### config.mk
export PLATFORM = sky130hd
export DESIGN_NAME = ssic_ctrl
export DESIGN_NICKNAME = d
export VERILOG_FILES = /design/src/ssic_pkg.sv /design/src/ssic_ctrl.sv
export SDC_FILE = /design/constraint.sdc
export NUM_CORES = 1
export LEC_CHECK = 0
export BUFFER_PORTS_ARGS = -buffer_cell sky130_fd_sc_hd__buf_2
export CAP_MARGIN = 20
export CORE_MARGIN = 2
export CORE_UTILIZATION = 55
export DETAILED_ROUTE_END_ITERATION = 8
export PLACE_DENSITY = 0.79
export SYNTH_ARGS = -nofsm -noshare
export SYNTH_HDL_FRONTEND = slang
export SYNTH_SLANG_ARGS = --single-unit
### constraint.sdc
create_clock -name clk_i -period 2.7 [get_ports clk_i]
set_input_delay 0.27 -clock clk_i [delete_from_list [all_inputs] [get_ports clk_i]]
set_output_delay 0.27 -clock clk_i [all_outputs]
set_load 0.02 [all_outputs]
### src/ssic_pkg.sv
package ssic_pkg;

  localparam int MAX_SEGMENTS = 64;
  localparam int COORD_BITS   = 16;
  localparam int FIELD_BITS   = 16;
  localparam int IDX_BITS     = $clog2(MAX_SEGMENTS);
  localparam int CNT_BITS     = $clog2(MAX_SEGMENTS + 1);
  localparam int DIFF_BITS    = COORD_BITS + 1;
  localparam int PROD_BITS    = 2 * DIFF_BITS;
  localparam int SUM_BITS     = PROD_BITS + 1;
  localparam int SEG_BITS     = 4 * COORD_BITS;
  localparam int NUM_OPS      = 6;
  localparam int OP_BITS      = 3;

  typedef logic [IDX_BITS-1:0]          idx_t;
  typedef logic [CNT_BITS-1:0]          cnt_t;
  typedef logic signed [COORD_BITS-1:0] coord_t;
  typedef logic signed [DIFF_BITS-1:0]  diff_t;
  typedef logic signed [PROD_BITS-1:0]  prod_t;
  typedef logic signed [SUM_BITS-1:0]   sum_t;

  typedef struct packed {
    coord_t ax;
    coord_t ay;
    coord_t bx;
    coord_t by;
  } seg_t;

  typedef enum logic [1:0] {
    STATUS_NONE     = 2'd0,
    STATUS_FOUND    = 2'd1,
    STATUS_EMPTY    = 2'd2,
    STATUS_OVERFLOW = 2'd3
  } status_e;

  typedef enum logic [OP_BITS-1:0] {
    OP_S1_A2 = 3'd0,
    OP_S1_B2 = 3'd1,
    OP_S2_A1 = 3'd2,
    OP_S2_B1 = 3'd3,
    OP_IN_A2 = 3'd4,
    OP_IN_B2 = 3'd5
  } op_e;

  typedef enum logic [2:0] {
    ST_IDLE,
    ST_RD_I,
    ST_LD_I,
    ST_RD_J,
    ST_LD_J,
    ST_EVAL,
    ST_FINISH
  } state_e;

  typedef struct packed {
    logic load;
    logic clear;
    logic rd_en;
    idx_t rd_addr;
    logic cap_s1;
    logic cap_s2;
    logic issue;
    op_e  op;
  } cmd_t;

  typedef struct packed {
    cnt_t count;
    logic overflow;
    logic hit;
  } stat_t;

  function automatic coord_t to_coord(input logic signed [FIELD_BITS-1:0] v);
    logic [COORD_BITS+FIELD_BITS-1:0] w;
    w = {{COORD_BITS{v[FIELD_BITS-1]}}, v};
    return w[COORD_BITS-1:0];
  endfunction

  function automatic diff_t sub_ext(input coord_t a, input coord_t b);
    return diff_t'(a) - diff_t'(b);
  endfunction

endpackage

### src/ssic_ctrl.sv
module ssic_ctrl (
  input  logic            clk_i,
  input  logic            rst_ni,
  input  logic            in_valid_i,
  input  logic            in_kind_i,
  output logic            in_ready_o,
  output logic            out_valid_o,
  input  logic            out_ready_i,
  output logic [1:0]      out_status_o,
  output ssic_pkg::cmd_t  cmd_o,
  input  ssic_pkg::stat_t stat_i
);

  ssic_pkg::state_e  state_q, state_d;
  ssic_pkg::idx_t    i_q, i_d;
  ssic_pkg::idx_t    j_q, j_d;
  logic [ssic_pkg::OP_BITS-1:0] op_q, op_d;
  ssic_pkg::status_e res_q, res_d;
  logic              out_valid_q, out_valid_d;
  ssic_pkg::status_e out_status_q, out_status_d;
  logic              in_acc;

  assign in_ready_o = (state_q == ssic_pkg::ST_IDLE);
  assign in_acc     = in_valid_i && in_ready_o;

  always_ff @(posedge clk_i or negedge rst_ni) begin
    if (!rst_ni) begin
      state_q     <= ssic_pkg::ST_IDLE;
      out_valid_q <= 1'b0;
    end else begin
      state_q     <= state_d;
      out_valid_q <= out_valid_d;
    end
  end

  always_ff @(posedge clk_i) begin
    i_q          <= i_d;
    j_q          <= j_d;
    op_q         <= op_d;
    res_q        <= res_d;
    out_status_q <= out_status_d;
  end

  always_comb begin
    state_d      = state_q;
    i_d          = i_q;
    j_d          = j_q;
    op_d         = op_q;
    res_d        = res_q;
    out_valid_d  = out_valid_q && !out_ready_i;
    out_status_d = out_status_q;
    cmd_o        = '0;
    cmd_o.op     = ssic_pkg::op_e'(op_q);
    case (state_q)
      ssic_pkg::ST_IDLE: begin
        if (in_acc) begin
          if (!in_kind_i) begin
            cmd_o.load = 1'b1;
          end else begin
            state_d = ssic_pkg::ST_FINISH;
            i_d     = '0;
            if (stat_i.overflow) begin
              res_d = ssic_pkg::STATUS_OVERFLOW;
            end else if (stat_i.count == '0) begin
              res_d = ssic_pkg::STATUS_EMPTY;
            end else if (stat_i.count == ssic_pkg::cnt_t'(1)) begin
              res_d = ssic_pkg::STATUS_NONE;
            end else begin
              state_d = ssic_pkg::ST_RD_I;
            end
          end
        end
      end
      ssic_pkg::ST_RD_I: begin
        cmd_o.rd_en   = 1'b1;
        cmd_o.rd_addr = i_q;
        state_d       = ssic_pkg::ST_LD_I;
      end
      ssic_pkg::ST_LD_I: begin
        cmd_o.cap_s1 = 1'b1;
        j_d          = i_q + ssic_pkg::idx_t'(1);
        state_d      = ssic_pkg::ST_RD_J;
      end
      ssic_pkg::ST_RD_J: begin
        cmd_o.rd_en   = 1'b1;
        cmd_o.rd_addr = j_q;
        state_d       = ssic_pkg::ST_LD_J;
      end
      ssic_pkg::ST_LD_J: begin
        cmd_o.cap_s2 = 1'b1;
        op_d         = '0;
        state_d      = ssic_pkg::ST_EVAL;
      end
      ssic_pkg::ST_EVAL: begin
        cmd_o.issue = (op_q < ssic_pkg::OP_BITS'(ssic_pkg::NUM_OPS));
        op_d        = op_q + 1'b1;
        if (op_q == '1) begin
          if (stat_i.hit) begin
            res_d   = ssic_pkg::STATUS_FOUND;
            state_d = ssic_pkg::ST_FINISH;
          end else if ((ssic_pkg::cnt_t'(j_q) + ssic_pkg::cnt_t'(1)) < stat_i.count) begin
            j_d     = j_q + ssic_pkg::idx_t'(1);
            state_d = ssic_pkg::ST_RD_J;
          end else if ((ssic_pkg::cnt_t'(i_q) + ssic_pkg::cnt_t'(2)) < stat_i.count) begin
            i_d     = i_q + ssic_pkg::idx_t'(1);
            state_d = ssic_pkg::ST_RD_I;
          end else begin
            res_d   = ssic_pkg::STATUS_NONE;
            state_d = ssic_pkg::ST_FINISH;
          end
        end
      end
      ssic_pkg::ST_FINISH: begin
        if (!out_valid_q || out_ready_i) begin
          out_valid_d  = 1'b1;
          out_status_d = res_q;
          cmd_o.clear  = 1'b1;
          state_d      = ssic_pkg::ST_IDLE;
        end
      end
      default: begin
        state_d = ssic_pkg::ST_IDLE;
      end
    endcase
  end

  assign out_valid_o  = out_valid_q;
  assign out_status_o = out_status_q;

  a_walk_needs_pair: assert property (@(posedge clk_i) disable iff (!rst_ni)
    (state_q == ssic_pkg::ST_EVAL) |-> (stat_i.count >= ssic_pkg::cnt_t'(2)))
    else $error("pair walk running on fewer than two segments");

  a_later_index: assert property (@(posedge clk_i) disable iff (!rst_ni)
    (state_q == ssic_pkg::ST_RD_J) |-> (j_q > i_q))
    else $error("inner index not above outer index");

  a_result_from_finish: assert property (@(posedge clk_i) disable iff (!rst_ni)
    $rose(out_valid_o) |-> ($past(state_q) == ssic_pkg::ST_FINISH))
    else $error("result raised outside the finish step");

endmodule

* After elaboration in Yosys (flattened, before gate mapping) *
Cells that the tools add are included.

word-level totals
  bits in registers = 23
  bits of input ports = 14
  output and inout bits = 19
  word-level logic and storage cells = 93

cells by class
  add/sub/neg operators = 5
  order comparisons = 3
  equality and inequality tests = 19
  mux-type cells = 44
  reduce and logical (&&, ||, !) cells = 15

operators by type and width
  operator                                       count
  2-to-1 mux 6 bit                               9
  2-to-1 mux 3 bit                               10
  one-hot mux 6 bit (2 select lines)             2
  one-hot mux 3 bit (7 select lines)             1
  2-to-1 mux 2 bit                               9
  < comparator 7 bit                             2
  != test 2 bit, second input constant           7
  one-hot mux 7 bit (2 select lines)             1
  AND reduction 7 bit                            2
  adder 6 x 1 -> 6 bit, second input constant    2
  == test 3 bit, second input constant           4
  2-to-1 mux 1 bit                               10
  AND reduction 4 bit                            2
  adder 6 x 1 -> 7 bit, second input constant    1
  adder 6 x 2 -> 7 bit, second input constant    1
  == test 7 x 1 -> 1 bit, second input constant  1
  logical NOT 7 bit                              1
  == test 3 x 2 -> 1 bit, second input constant  2
  != test 3 bit, second input constant           2
  one-hot mux 3 bit (2 select lines)             1
  nonzero test 2 bit                             3
  != test 4 x 1 -> 1 bit, second input constant  1
  one-hot mux 2 bit (2 select lines)             1
  adder 3 x 1 -> 3 bit, second input constant    1
  8 further kinds                                10

* Longest topological paths before layout *
Gate-level depths: netlist (run 1).

  depth after elaboration = 7
  depth in mapped cells = 9

* Worst setup path after synthesis (run 1) *
Ideal clock, no wire load.

  path type = register to register
  from = register i_q[3]
  to = register i_q[0] (enable)
  library setup time = 319 ps
  data arrival time = 2,143 ps
  data required time = 2,381 ps
  path slack = 238 ps
  stages on the path, launching flop included = 10
  path buffers = 1
  cell sequence = edfxtp_1 clkbuf_1 nand3_1 xnor2_1 ha_1 a21o_1 a2111oi_0 o21ai_1 a21boi_1 o21a_1

on the way
  word-level cells in the longest chain between the ends = 4

ends and longest elaborated chain
  element                        line              text
  start: declaration             ssic_ctrl.sv:15   ssic_pkg::idx_t i_q, i_d;
  start signal: assignment       ssic_ctrl.sv:37   i_q <= i_d;
  adder 6 x 2 -> 7 bit           ssic_ctrl.sv:104  end else if ((ssic_pkg::cnt_t'(i_q) + ssic_pkg::cnt_t'(2)) < stat_i.count) begin
  < comparator 7 bit             ssic_ctrl.sv:104
  != test 2 bit (no line)        -
  AND reduction 7 bit (no line)  -

No other way between the ends.
A chain may end at the register's enable or synchronous reset.

* Final worst setup path (run 1) *
  from = register j_q[0]
  to = register res_q[0] (enable)

on the way
  word-level cells in the longest chain between the ends = 4

ends and longest elaborated chain
  element                        line              text
  start: declaration             ssic_ctrl.sv:16   ssic_pkg::idx_t j_q, j_d;
  start signal: assignment       ssic_ctrl.sv:38   j_q <= j_d;
  adder 6 x 1 -> 7 bit           ssic_ctrl.sv:101  end else if ((ssic_pkg::cnt_t'(j_q) + ssic_pkg::cnt_t'(1)) < stat_i.count) begin
  < comparator 7 bit             ssic_ctrl.sv:101
  != test 3 bit (no line)        -
  AND reduction 7 bit (no line)  -
  end signal: assignment         ssic_ctrl.sv:40   res_q <= res_d;
  end: declaration               ssic_ctrl.sv:18   ssic_pkg::status_e res_q, res_d;

No other way between the ends.

==> summary.txt, run 1 <==
Run status
  – Outcome: complete, no violations

Critical path
  – Crit Path Max Fanout: 6
  – R2r worst-path depth: 8
  – FF-to-FF Start: j_q[0]$_DFFE_PP_
  – Worst Path Arrival: roughly 2.7 ns
  – WP data required: 2.80 ns
  – Crit Path Category: reg2reg
  – Crit-path most repeated cell: o211a_1
  – Crit. End Element: register
  – Slowest stage delay, CP: roughly 0.5 ns
  – Worst reg2reg path endpoint: res_q[0]$_DFFE_PP_
  – WP buf/inv: 0
  – Nature of the critical path startpoint: register
  – Top delay family on crit path: compound AO/OA/AOI/OAI gates
  – Crit-path slowest cell: edfxtp_1
  – R2r setup slk: 0.08 ns
  – CP cell instances: ha_4 > nand3_1 > xnor2_2 > ha_1 > and4_1 > a221o_1 > o211a_1 > o211a_1

Timing
  – Slew @ Worst Pin: approximately 0.5 ns
  – Fin Clk Skew: 0.00132 ns
  – Tcrit/Tclk final: 0.969
  – Setup TNS: 0 ns
  – Final hold violations: 0
  – # setup viols final: 0
  – Relative slew slack: 0.670
  – F_max: roughly 380 MHz
  – Slew Viols, Final: 0
  – Fin crit period: ~2.6 ns

Route
  – Drt drc: 0
  – Drt pass-1 iters: 4
  – Via count of the routed design: between 1000 and 1500
  – Post-DRT Antenna Nets: 0
  – Vias per std cell: between 5 and 6
  – Detailed Route WL: approximately 3900 µm
  – Iteration-0 DRC Markers: 72
  – Routed length per instance: about 15 µm

Power
  – Total power: ~1.7 mW
  – PD cells: between 800 and 900 mW/mm²
  – Leak Pwr: 0.973 nW
  – Worst vdd ir: 471 µV

Final layout
  – Layout area overhead: 16.7%
  – Antenna diodes: 0
  – Share of cells above drive strength 1: 0.252
  – Reg area: approximately 670 µm²
  – Nets: 254
  – Fillcell total: about 240
  – Area of the multi-input gates: just over 0.001 mm²
  – Final core occ: 0.674

Yosys
  – Synth async-reset ratio: 0.174
  – Synthesized Nets: about 220
  – Synth Area in XOR/XNOR: 0.0551
  – Synth Instances: around 190
  – Synth Area in Adders: 0.122
  – Dominant synthesized flop cell: edfxtp_1
  – Post-synthesis sequential area ratio: 0.383
  – Mapped cell area: 0.00175 mm²
  – Area share of the largest cell type after synthesis: 0.326
  – Post-Synth Simple-Gate Area: 0.195
  – Count leader, synth: nor2_1
  – Syn. warnings: 0
  – Compound-Gate Fraction of Synth Area: 0.140
  – Synth top area cells: edfxtp_1 (33%), ha_1 (12%), dfrtp_1 (5.7%), nor2_1 (5.2%), mux2i_1 (4.0%)
  – Largest family of logic cells by synthesized area: simple AND/OR/NAND/NOR gates
  – Post-synthesis register bit count: 23
  – Multiplexer area fraction after synthesis: 0.0529
  – Area leader, netlist: edfxtp_1
  – Top post-synthesis cells by count: nor2_1 (24), edfxtp_1 (19), ha_1 (17)
  – Post-synth EDFFs: 19
  – Count of cell types in the netlist: 46
  – Synth Area per Inst: between 9 and 10 µm²

Floorplan
  – I/O Pins: 33
  – Rows: 20
  – Total die area: between 0.003 and 0.004 mm²
  – Core ar.: 0.00303 mm²
  – DIE HEIGHT: between 60 and 70 µm
  – Initial Utilization: 0.578
  – Die Wd: slightly above 60 µm

Placed design
  – Routability cong.: approximately 0.87
  – HPWL after detailed placement: 3020 µm
  – Buffers added on ports: 32

Clock tree
  – Htree depth: 1
  – Root buffer selected by CTS: clkbuf_4
  – TritonCTS clock tree: built
  – Clk Latency, worst-skew pair: 0.33 ns
  – Reg clk slew, reported paths: around 0.13 ns
  – Clk sinks: 23
  – Num CTS Buffers: 3
  – Longest Clk Path Bufs: 2

Flow run
  – Max_cap viols: 0

Global routing
  – Initial antenna violation count: 0
  – GRT overflow: 0
  – Number of global-route vias before repair: ~1400
  – Total track usage: 0.219
  – First-pass GRT wire length: around 5900 µm
  – Largest net degree at the start of global routing: 21

Hold path
  – Hold worst-path end: res_q[0]$_DFFE_PP_
  – Hold Path Depth: 2
  – Hold_sp: stat_i[1]
  – HP Class: in2reg
-- placed cells by master (no fill, tap or decap), types with 2 or more instances in the layout --
| master | count |
|---|---|
| buf_2 | 32 |
| nor2_1 | 24 |
| edfxtp_1 | 19 |
| ha_1 | 16 |
| nand2_1 | 14 |
| a21oi_1 | 11 |
| nand3_1 | 9 |
| buf_4 | 9 |
| inv_1 | 8 |
| mux2i_1 | 7 |
| xnor2_1 | 5 |
| and3_1 | 5 |
| xor2_1 | 5 |
| nand2b_1 | 4 |
| dfrtp_1 | 4 |
| inv_2 | 3 |
| a31oi_1 | 3 |
| o21ai_1 | 3 |
| nor2b_1 | 3 |
| clkbuf_4 | 3 |
| mux2_1 | 2 |
| a21o_1 | 2 |
| o211a_1 | 2 |
| o21ai_0 | 2 |
| o221ai_1 | 2 |
-- area by class of cell --
type                            count  area share
Clock inverter                      1     0.00245
Sequential cell                    23       0.328
Multi-Input combinational cell    142       0.494
Inverter                           11      0.0202
Timing Repair Buffer               42       0.116
Clock buffer                        3      0.0110
Tap cell                           44      0.0270
-- report_power, final --
group          leakage (nW)  internal, mW  total (mW)  switching [mW]
sequential            0.229         0.495       0.578          0.0832
combinational         0.727         0.406       0.991           0.585
clock                0.0177        0.0557       0.171           0.115
total                 0.973         0.956        1.74           0.784
-- stage by stage --
stage	hold WS, ns	worst slack, ns	cell area (µm²)	instances
finish	0.251	0.0849	2040	266
global route	0.255	-0.0248	2040	266
CTS	0.253	0.0464	2000	263
detailed placement	0.0856	0.0590	1960	258
global placement	0.0836	0.0739	1960	258
floorplan	-0.0256	0.238	1750	185
-- metal layers --
metal,wire (µm),track usage
met3,186,0.0341
met2,1900,0.382
met1,1780,0.279
met4,49,0.0730
met5,0,0
-- kinds of logic after synthesis --
group | count (synthesis)
muxes | 9
xor gates and xnor gates | 11
adders and majority gates | 17
AOI/OAI and AO/OA | 36
and+or+nand+nor | 69
DFF | 23
buffers and inverters | 20
-- worst max path at each step --
stage | start | endpoint | cells past startpoint | slack (ns)
2_1_floorplan | i_q[3]$_SDFFCE_PN0P_ | i_q[0]$_SDFFCE_PN0P_ | 9 | 0.24
3_3_place_gp | j_q[0]$_DFFE_PP_ | j_q[2]$_DFFE_PP_ | 8 | 0.07
3_5_place_dp | j_q[0]$_DFFE_PP_ | j_q[2]$_DFFE_PP_ | 8 | 0.06
4_1_cts | j_q[0]$_DFFE_PP_ | j_q[0]$_DFFE_PP_ | 8 | 0.05
5_1_grt | j_q[0]$_DFFE_PP_ | res_q[0]$_DFFE_PP_ | 8 | -0.02
6_report | j_q[0]$_DFFE_PP_ | res_q[0]$_DFFE_PP_ | 8 | 0.08
-- flip-flops by register name, summed over array words and instances (netlist names) --
| register | cells |
|---|---|
| j_q | 6 |
| state_q | 3 |
| op_q | 3 |
| out_valid_o | 1 |
| out_status_o | 2 |
| i_q | 6 |
| res_q | 2 |
-- repair_timing --
item / in CTS / in global routing
hold buffers: 1 / 0
gates resized for setup: 0 / 5
setup endpoints to repair: 0 / 14
buffers inserted: 0 / 3
endpoints found under the hold margin: 4 / 0
Note: power is estimated with default switching activity, not from simulation.
==> inputs of run 2 (changes only) <==
--- a/config.mk
+++ b/config.mk
@@ -7,10 +7,11 @@
 export LEC_CHECK = 0
 export BUFFER_PORTS_ARGS = -buffer_cell sky130_fd_sc_hd__buf_2
 export CAP_MARGIN = 20
+export CORE_ASPECT_RATIO = 1.5
 export CORE_MARGIN = 2
-export CORE_UTILIZATION = 55
+export CORE_UTILIZATION = 45
 export DETAILED_ROUTE_END_ITERATION = 8
-export PLACE_DENSITY = 0.79
+export PLACE_DENSITY = 0.67
 export SYNTH_ARGS = -nofsm -noshare
 export SYNTH_HDL_FRONTEND = slang
 export SYNTH_SLANG_ARGS = --single-unit
==> summary.txt, run 2 (synthesis gave the netlist of run 1 again) <==
Timing
  – Tcrit/Tclk final: 0.969 (about the same)
  – RSZ-0062 raised after global routing: no
  – Slew Viols, Final: 0 (unchanged)
  – Setup TNS: 0 ns (unchanged)
  – Slew @ Worst Pin: 0.499 ns (was 0.495 ns)
  – Fin Clk Skew: 0.00761 ns (was 0.00132 ns)
  – Fin crit period: 2.62 ns (about the same)
  – # setup viols final: 0 (unchanged)
  – Relative slew slack: 0.667 (was 0.670)
  – F_max: 382 MHz (about the same)
  – Final hold violations: 0 (unchanged)

Critical path
  – Crit Path Category: reg2reg (unchanged)
  – CP cell instances: ha_1 > xor2_1 > ha_1 > a21o_1 > a2111oi_0 > o21ai_1 > a21boi_1 > o21a_2 (was ha_4 > nand3_1 > xnor2_2 > ha_1 > and4_1 > a221o_1 > o211a_1 > o211a_1)
  – Nature of the critical path startpoint: register (unchanged)
  – Crit. End Element: register (unchanged)
  – WP data required: 2.67 ns (was 2.80 ns)
  – Crit-path slowest cell: a2111oi_0 (was edfxtp_1)
  – Crit Path Max Fanout: 6 (unchanged)
  – Top delay family on crit path: compound AO/OA/AOI/OAI gates (unchanged)
  – Crit-path most repeated cell: ha_1 (was o211a_1)
  – WP buf/inv: 0 (unchanged)
  – Slowest stage delay, CP: 0.46 ns (was 0.50 ns)
  – Worst Path Arrival: 2.59 ns (was 2.72 ns)

Placed design
  – HPWL after detailed placement: 3270 µm (was 3020 µm)
  – Routability cong.: 0.877 (was 0.869)
  – Buffers added on ports: 32 (unchanged)
  – Area after DPL: 0.00197 mm² (was 0.00196 mm²)

Clock tree
  – Htree depth: 1 (unchanged)
  – TritonCTS clock tree: built (unchanged)
  – Reg clk slew, reported paths: 0.08 ns (was 0.13 ns)
  – Clk Latency, worst-skew pair: 0.27 ns (was 0.33 ns)
  – Longest Clk Path Bufs: 2 (unchanged)
  – Num CTS Buffers: 3 (unchanged)
  – Clk sinks: 23 (unchanged)
  – Root buffer selected by CTS: clkbuf_8 (was clkbuf_4)

Floorplan
  – Rows: 27 (was 20)
  – Initial Utilization: 0.471 (was 0.578)
  – Core ar.: 0.00372 mm² (was 0.00303 mm²)
  – I/O Pins: 33 (unchanged)
  – Die Wd: 54.9 µm (was 60.4 µm)
  – DIE HEIGHT: 80.4 µm (was 60.4 µm)
  – Total die area: 0.00441 mm² (was 0.00365 mm²)

Run status
  – Outcome: complete, no violations (unchanged)

Route
  – Via count of the routed design: 1482 (was 1497)
  – Iteration-0 DRC Markers: 30 (was 72)
  – Detailed Route WL: 4100 µm (was 3910 µm)
  – Routed length per instance: 15.5 µm (was 14.7 µm)
  – Drt pass-1 iters: 5 (was 4)
  – Vias per std cell: 5.61 (was 5.63)
  – Post-DRT Antenna Nets: 0 (unchanged)
  – Drt drc: 0 (unchanged)

Global routing
  – GRT overflow: 0 (unchanged)
  – Largest net degree at the start of global routing: 18 (was 21)
  – Number of global-route vias before repair: 1474 (was 1356)
  – Initial antenna violation count: 0 (unchanged)
  – Total track usage: 0.212 (was 0.219)
  – First-pass GRT wire length: 6710 µm (was 5880 µm)

Final layout
  – Fillcell total: 366 (was 242)
  – Antenna diodes: 0 (unchanged)
  – Reg area: 671 µm² (unchanged)
  – Layout area overhead: 16.1% (was 16.7%)
  – Biggest regs: i_q (6), j_q (6) (unchanged)
  – Leading cell type in the layout, fill and taps excluded: buf_2 (unchanged)
  – Final instance area: 0.00203 mm² (was 0.00204 mm²)
  – Area of the multi-input gates: 990 µm² (was 0.00101 mm²)
  – Share of cells above drive strength 1: 0.235 (was 0.252)
  – Commonest cells after routing, fill and taps aside: buf_2 (32), nor2_1 (24), edfxtp_1 (19), ha_1 (17), nand2_1 (14) (was buf_2 (32), nor2_1 (24), edfxtp_1 (19), ha_1 (16), nand2_1 (14))
  – Nets: 253 (was 254)

Power
  – Worst vdd ir: 542 µV (was 471 µV)
  – PD cells: 860 mW/mm² (was 852 mW/mm²)
  – Leak Pwr: 0.966 nW (was 0.973 nW)

Flow run
  – Max_cap viols: 0 (unchanged)

Hold path
  – HP Class: in2reg (unchanged)
[run 2: through the flow]
step	std cells	power (mW)	utilization	setup WS, ns	hold WS (ns)
2_1_floorplan	185	1.26	-	0.238	-0.0256
3_3_place_gp	259	1.52	0.531	0.126	0.0807
3_5_place_dp	259	1.53	0.531	0.101	0.0843
4_1_cts	264	1.75	0.546	0.0929	0.315
5_1_grt	264	1.89	0.546	0.00331	0.334
6_report	264	1.75	0.546	0.0827	0.315
[run 2: final timing paths]
| check | to | from | cells past startpoint | slack [ns] |
|---|---|---|---|---|
| max in group asynchronous | out_valid_o$_DFF_PN0_ | rst_ni | 2 | 2.26 |
| min | res_q[0]$_DFFE_PP_ | stat_i[1] | 2 | 0.31 |
| min in group asynchronous | state_q[1]$_DFFE_PN0P_ | rst_ni | 2 | 0.32 |
| max | i_q[4]$_SDFFCE_PN0P_ | i_q[1]$_SDFFCE_PN0P_ | 8 | 0.08 |
| max reg2reg | i_q[4]$_SDFFCE_PN0P_ | i_q[1]$_SDFFCE_PN0P_ | 8 | 0.08 |
| min reg2reg | out_status_o[1]$_DFFE_PP_ | res_q[1]$_SDFFCE_PP0P_ | 0 | 0.42 |
[run 2: cell type report]
class                           count  share of cell area
Multi-Input combinational cell    142               0.487
Sequential cell                    23               0.330
Timing Repair Buffer               41               0.113
Tap cell                           43              0.0265
Clock buffer                        4              0.0222
Inverter                           11              0.0203
[run 2: worst register-to-register path, cell delays in order (launching register included)]
cell,delay (ns)
edfxtp_1,0.45
ha_1,0.28
xor2_1,0.16
ha_1,0.18
a21o_1,0.15
a2111oi_0,0.46
o21ai_1,0.16
a21boi_1,0.23
o21a_2,0.25
[run 2: per-layer routing]
layer  global-route usage  vias up  routed length, µm  share of wire
met5                    0        -                  0              0
met3               0.0204       11                142          0.035
li1                     -      737                  -              -
met2                0.376       38               2160           0.53
met4                0.110        0                146          0.036
met1                0.236      696               1650           0.40
[run 2: power breakdown]
part | total (mW) | switching, mW | internal, mW | leakage, nW
clock network | 0.217 | 0.112 | 0.106 | 0.0228
registers | 0.591 | 0.0966 | 0.495 | 0.229
logic | 0.938 | 0.560 | 0.378 | 0.715
[run 2: what timing repair did]
item | CTS | global route
hold endpoints to repair | 4 | 0
hold buffers | 1 | 0
gates resized for setup | 0 | 2
setup endpoints to repair | 0 | 12
buffers inserted | 0 | 0
==> inputs of run 3 (changes only) <==
--- a/config.mk
+++ b/config.mk
@@ -10,6 +10,7 @@
 export CORE_ASPECT_RATIO = 1.5
 export CORE_MARGIN = 2
 export CORE_UTILIZATION = 45
+export CTS_BUF_LIST = sky130_fd_sc_hd__clkbuf_8
 export DETAILED_ROUTE_END_ITERATION = 8
 export PLACE_DENSITY = 0.67
 export SYNTH_ARGS = -nofsm -noshare
==> summary.txt, run 3 (synthesis gave the netlist of run 1 again) <==
Run status
  – Outcome: complete, no violations (unchanged)

Clock tree
  – Clk Latency, worst-skew pair: 0.27 ns (about the same)
  – Reg clk slew, reported paths: 0.08 ns (about the same)
  – Clk sinks: 23 (unchanged)
  – Longest Clk Path Bufs: 2 (unchanged)
  – Post-CTS Setup Bufs: 0 (unchanged)
  – Num CTS Buffers: 3 (unchanged)
  – Root buffer selected by CTS: clkbuf_8 (unchanged)
  – Htree depth: 1 (unchanged)
  – TritonCTS clock tree: built (unchanged)

Route
  – Via count of the routed design: 1482 (unchanged)
  – Routed length per instance: 15.5 µm (about the same)
  – Iteration-0 DRC Markers: 30 (unchanged)
  – Post-DRT Antenna Nets: 0 (unchanged)
  – Drt drc: 0 (unchanged)
  – Vias per std cell: 5.61 (unchanged)
  – Detailed Route WL: 4100 µm (about the same)
  – Drt pass-1 iters: 5 (unchanged)

Hold path
  – HP Class: in2reg (unchanged)
  – Hold_sp: stat_i[1] (unchanged)

Critical path
  – FF-to-FF Start: i_q[1]$_SDFFCE_PN0P_ (unchanged)
  – Slowest stage delay, CP: 0.46 ns (about the same)
  – R2r setup slk: 0.08 ns (about the same)
  – Crit. End Element: register (unchanged)
  – Crit Path Category: reg2reg (unchanged)
  – Crit Path Max Fanout: 6 (unchanged)
  – CP startpoint: i_q[1]$_SDFFCE_PN0P_ (unchanged)
  – Nature of the critical path startpoint: register (unchanged)
  – Critical path endpoint: i_q[4]$_SDFFCE_PN0P_ (unchanged)
  – Crit-path slowest cell: a2111oi_0 (unchanged)
  – Worst Path Arrival: 2.59 ns (about the same)
  – Crit-path most repeated cell: ha_1 (unchanged)
  – CP cell instances: ha_1 > xor2_1 > ha_1 > a21o_1 > a2111oi_0 > o21ai_1 > a21boi_1 > o21a_2 (unchanged)
  – WP data required: 2.67 ns (about the same)
  – R2r worst-path depth: 8 (unchanged)
  – Worst reg2reg path endpoint: i_q[4]$_SDFFCE_PN0P_ (unchanged)

Final layout
  – Commonest cells after routing, fill and taps aside: buf_2 (32), nor2_1 (24), edfxtp_1 (19), ha_1 (17), nand2_1 (14) (unchanged)
  – Biggest regs: i_q (6), j_q (6) (unchanged)
  – Nets: 253 (unchanged)
  – Layout area overhead: 16.1% (unchanged)
  – Antenna diodes: 0 (unchanged)
  – Share of cells above drive strength 1: 0.235 (unchanged)
  – Leading cell type in the layout, fill and taps excluded: buf_2 (unchanged)

Floorplan
  – Initial Utilization: 0.471 (unchanged)
  – Core ar.: 0.00372 mm² (unchanged)
  – Total die area: 0.00441 mm² (unchanged)
  – DIE HEIGHT: 80.4 µm (unchanged)
  – Die Wd: 54.9 µm (unchanged)
  – I/O Pins: 33 (unchanged)
  – Rows: 27 (unchanged)

Timing
  – Relative slew slack: 0.667 (unchanged)
  – Final hold violations: 0 (unchanged)
  – Slew Viols, Final: 0 (unchanged)
  – RSZ-0062 raised after global routing: no (unchanged)
  – Tcrit/Tclk final: 0.969 (about the same)
  – Setup TNS: 0 ns (unchanged)
  – Fin crit period: 2.62 ns (about the same)
  – Post-route worst setup slack: 0.0827 ns (about the same)
  – F_max: 382 MHz (about the same)
  – Slew @ Worst Pin: 0.499 ns (unchanged)
  – Fin Clk Skew: 0.00754 ns (was 0.00761 ns)
  – # setup viols final: 0 (unchanged)

Global routing
  – Initial antenna violation count: 0 (unchanged)
  – Largest net degree at the start of global routing: 18 (unchanged)
  – GRT overflow: 0 (unchanged)
  – Number of global-route vias before repair: 1474 (unchanged)
  – Total track usage: 0.212 (unchanged)
  – First-pass GRT wire length: 6710 µm (unchanged)

Placed design
  – Placement Setup Slack: 0.101 ns (unchanged)
  – Buffers added on ports: 32 (unchanged)
  – HPWL after detailed placement: 3270 µm (unchanged)
  – Routability cong.: 0.877 (unchanged)

Power
  – PD cells: 858 mW/mm² (was 860 mW/mm²)
  – Worst vdd ir: 542 µV (about the same)
  – Leak Pwr: 0.970 nW (was 0.966 nW)

Flow run
  – Max_cap viols: 0 (unchanged)
==> run 3: cell types whose count changed in the layout (fill, tap and decap cells not counted), sizes merged <==
cell    delta
clkbuf     -1
inv        +1
==> run 3: area by class of cell <==
| cell class | instances | area [µm²] |
|---|---|---|
| Clock buffer | 3 | 41.3 |
| Clock inverter | 1 | 3.75 |
| Fill cell | 366 | 1690 |
| Inverter | 11 | 41.3 |
| Multi-Input combinational cell | 142 | 990 |
| Sequential cell | 23 | 671 |
| Tap cell | 43 | 53.8 |
| Timing Repair Buffer | 41 | 230 |
==> run 3: stage by stage <==
step                      hold slack [ns]  power (mW)  cell area, µm²  instances  utilization
final                               0.315        1.74            2030        264        0.546
after detailed placement           0.0843        1.53            1970        259        0.531
after CTS                           0.315        1.74            2030        264        0.546
after global placement             0.0807        1.52            1970        259        0.531
after floorplan                   -0.0256        1.26            1750        185            -
after global routing                0.334        1.89            2030        264        0.546
==> run 3: routing by layer <==
layer | vias to the layer above | wire length, µm | global-route usage
li1 | 737 | - | -
met5 | - | 0 | 0
met1 | 696 | 1650 | 0.236
met4 | 0 | 146 | 0.110
met2 | 38 | 2160 | 0.376
met3 | 11 | 142 | 0.0204
==> run 3: worst min-delay path by stage <==
stage	cells after the start	end	slack (ns)
after detailed placement	1	state_q[1]$_DFFE_PN0P_	0.08
after global routing	2	res_q[0]$_DFFE_PP_	0.33
after floorplan	0	out_valid_o$_DFF_PN0_	-0.03
after CTS	2	res_q[0]$_DFFE_PP_	0.31
after global placement	1	state_q[1]$_DFFE_PN0P_	0.08
final	2	res_q[0]$_DFFE_PP_	0.31
==> run 3: timing repair <==
item                                    in CTS  in global routing
hold buffers                                 1                  0
endpoints found under the setup margin       0                 12
gates resized for setup                      0                  2
endpoints found under the hold margin        4                  0
==> run 3: worst max-delay path: cells and delay by family, from the launching register on <==
| kind | cells | cell delay [ns] |
|---|---|---|
| fa+ha+maj | 2 | 0.46 |
| xor+xnor | 1 | 0.16 |
| compound gates | 5 | 1.25 |
| flops | 1 | 0.45 |
==> run 3: where the power goes <==
group	switching, mW	internal, mW	total [mW]
clock network	0.112	0.102	0.214
logic	0.560	0.378	0.938
registers	0.0966	0.495	0.591
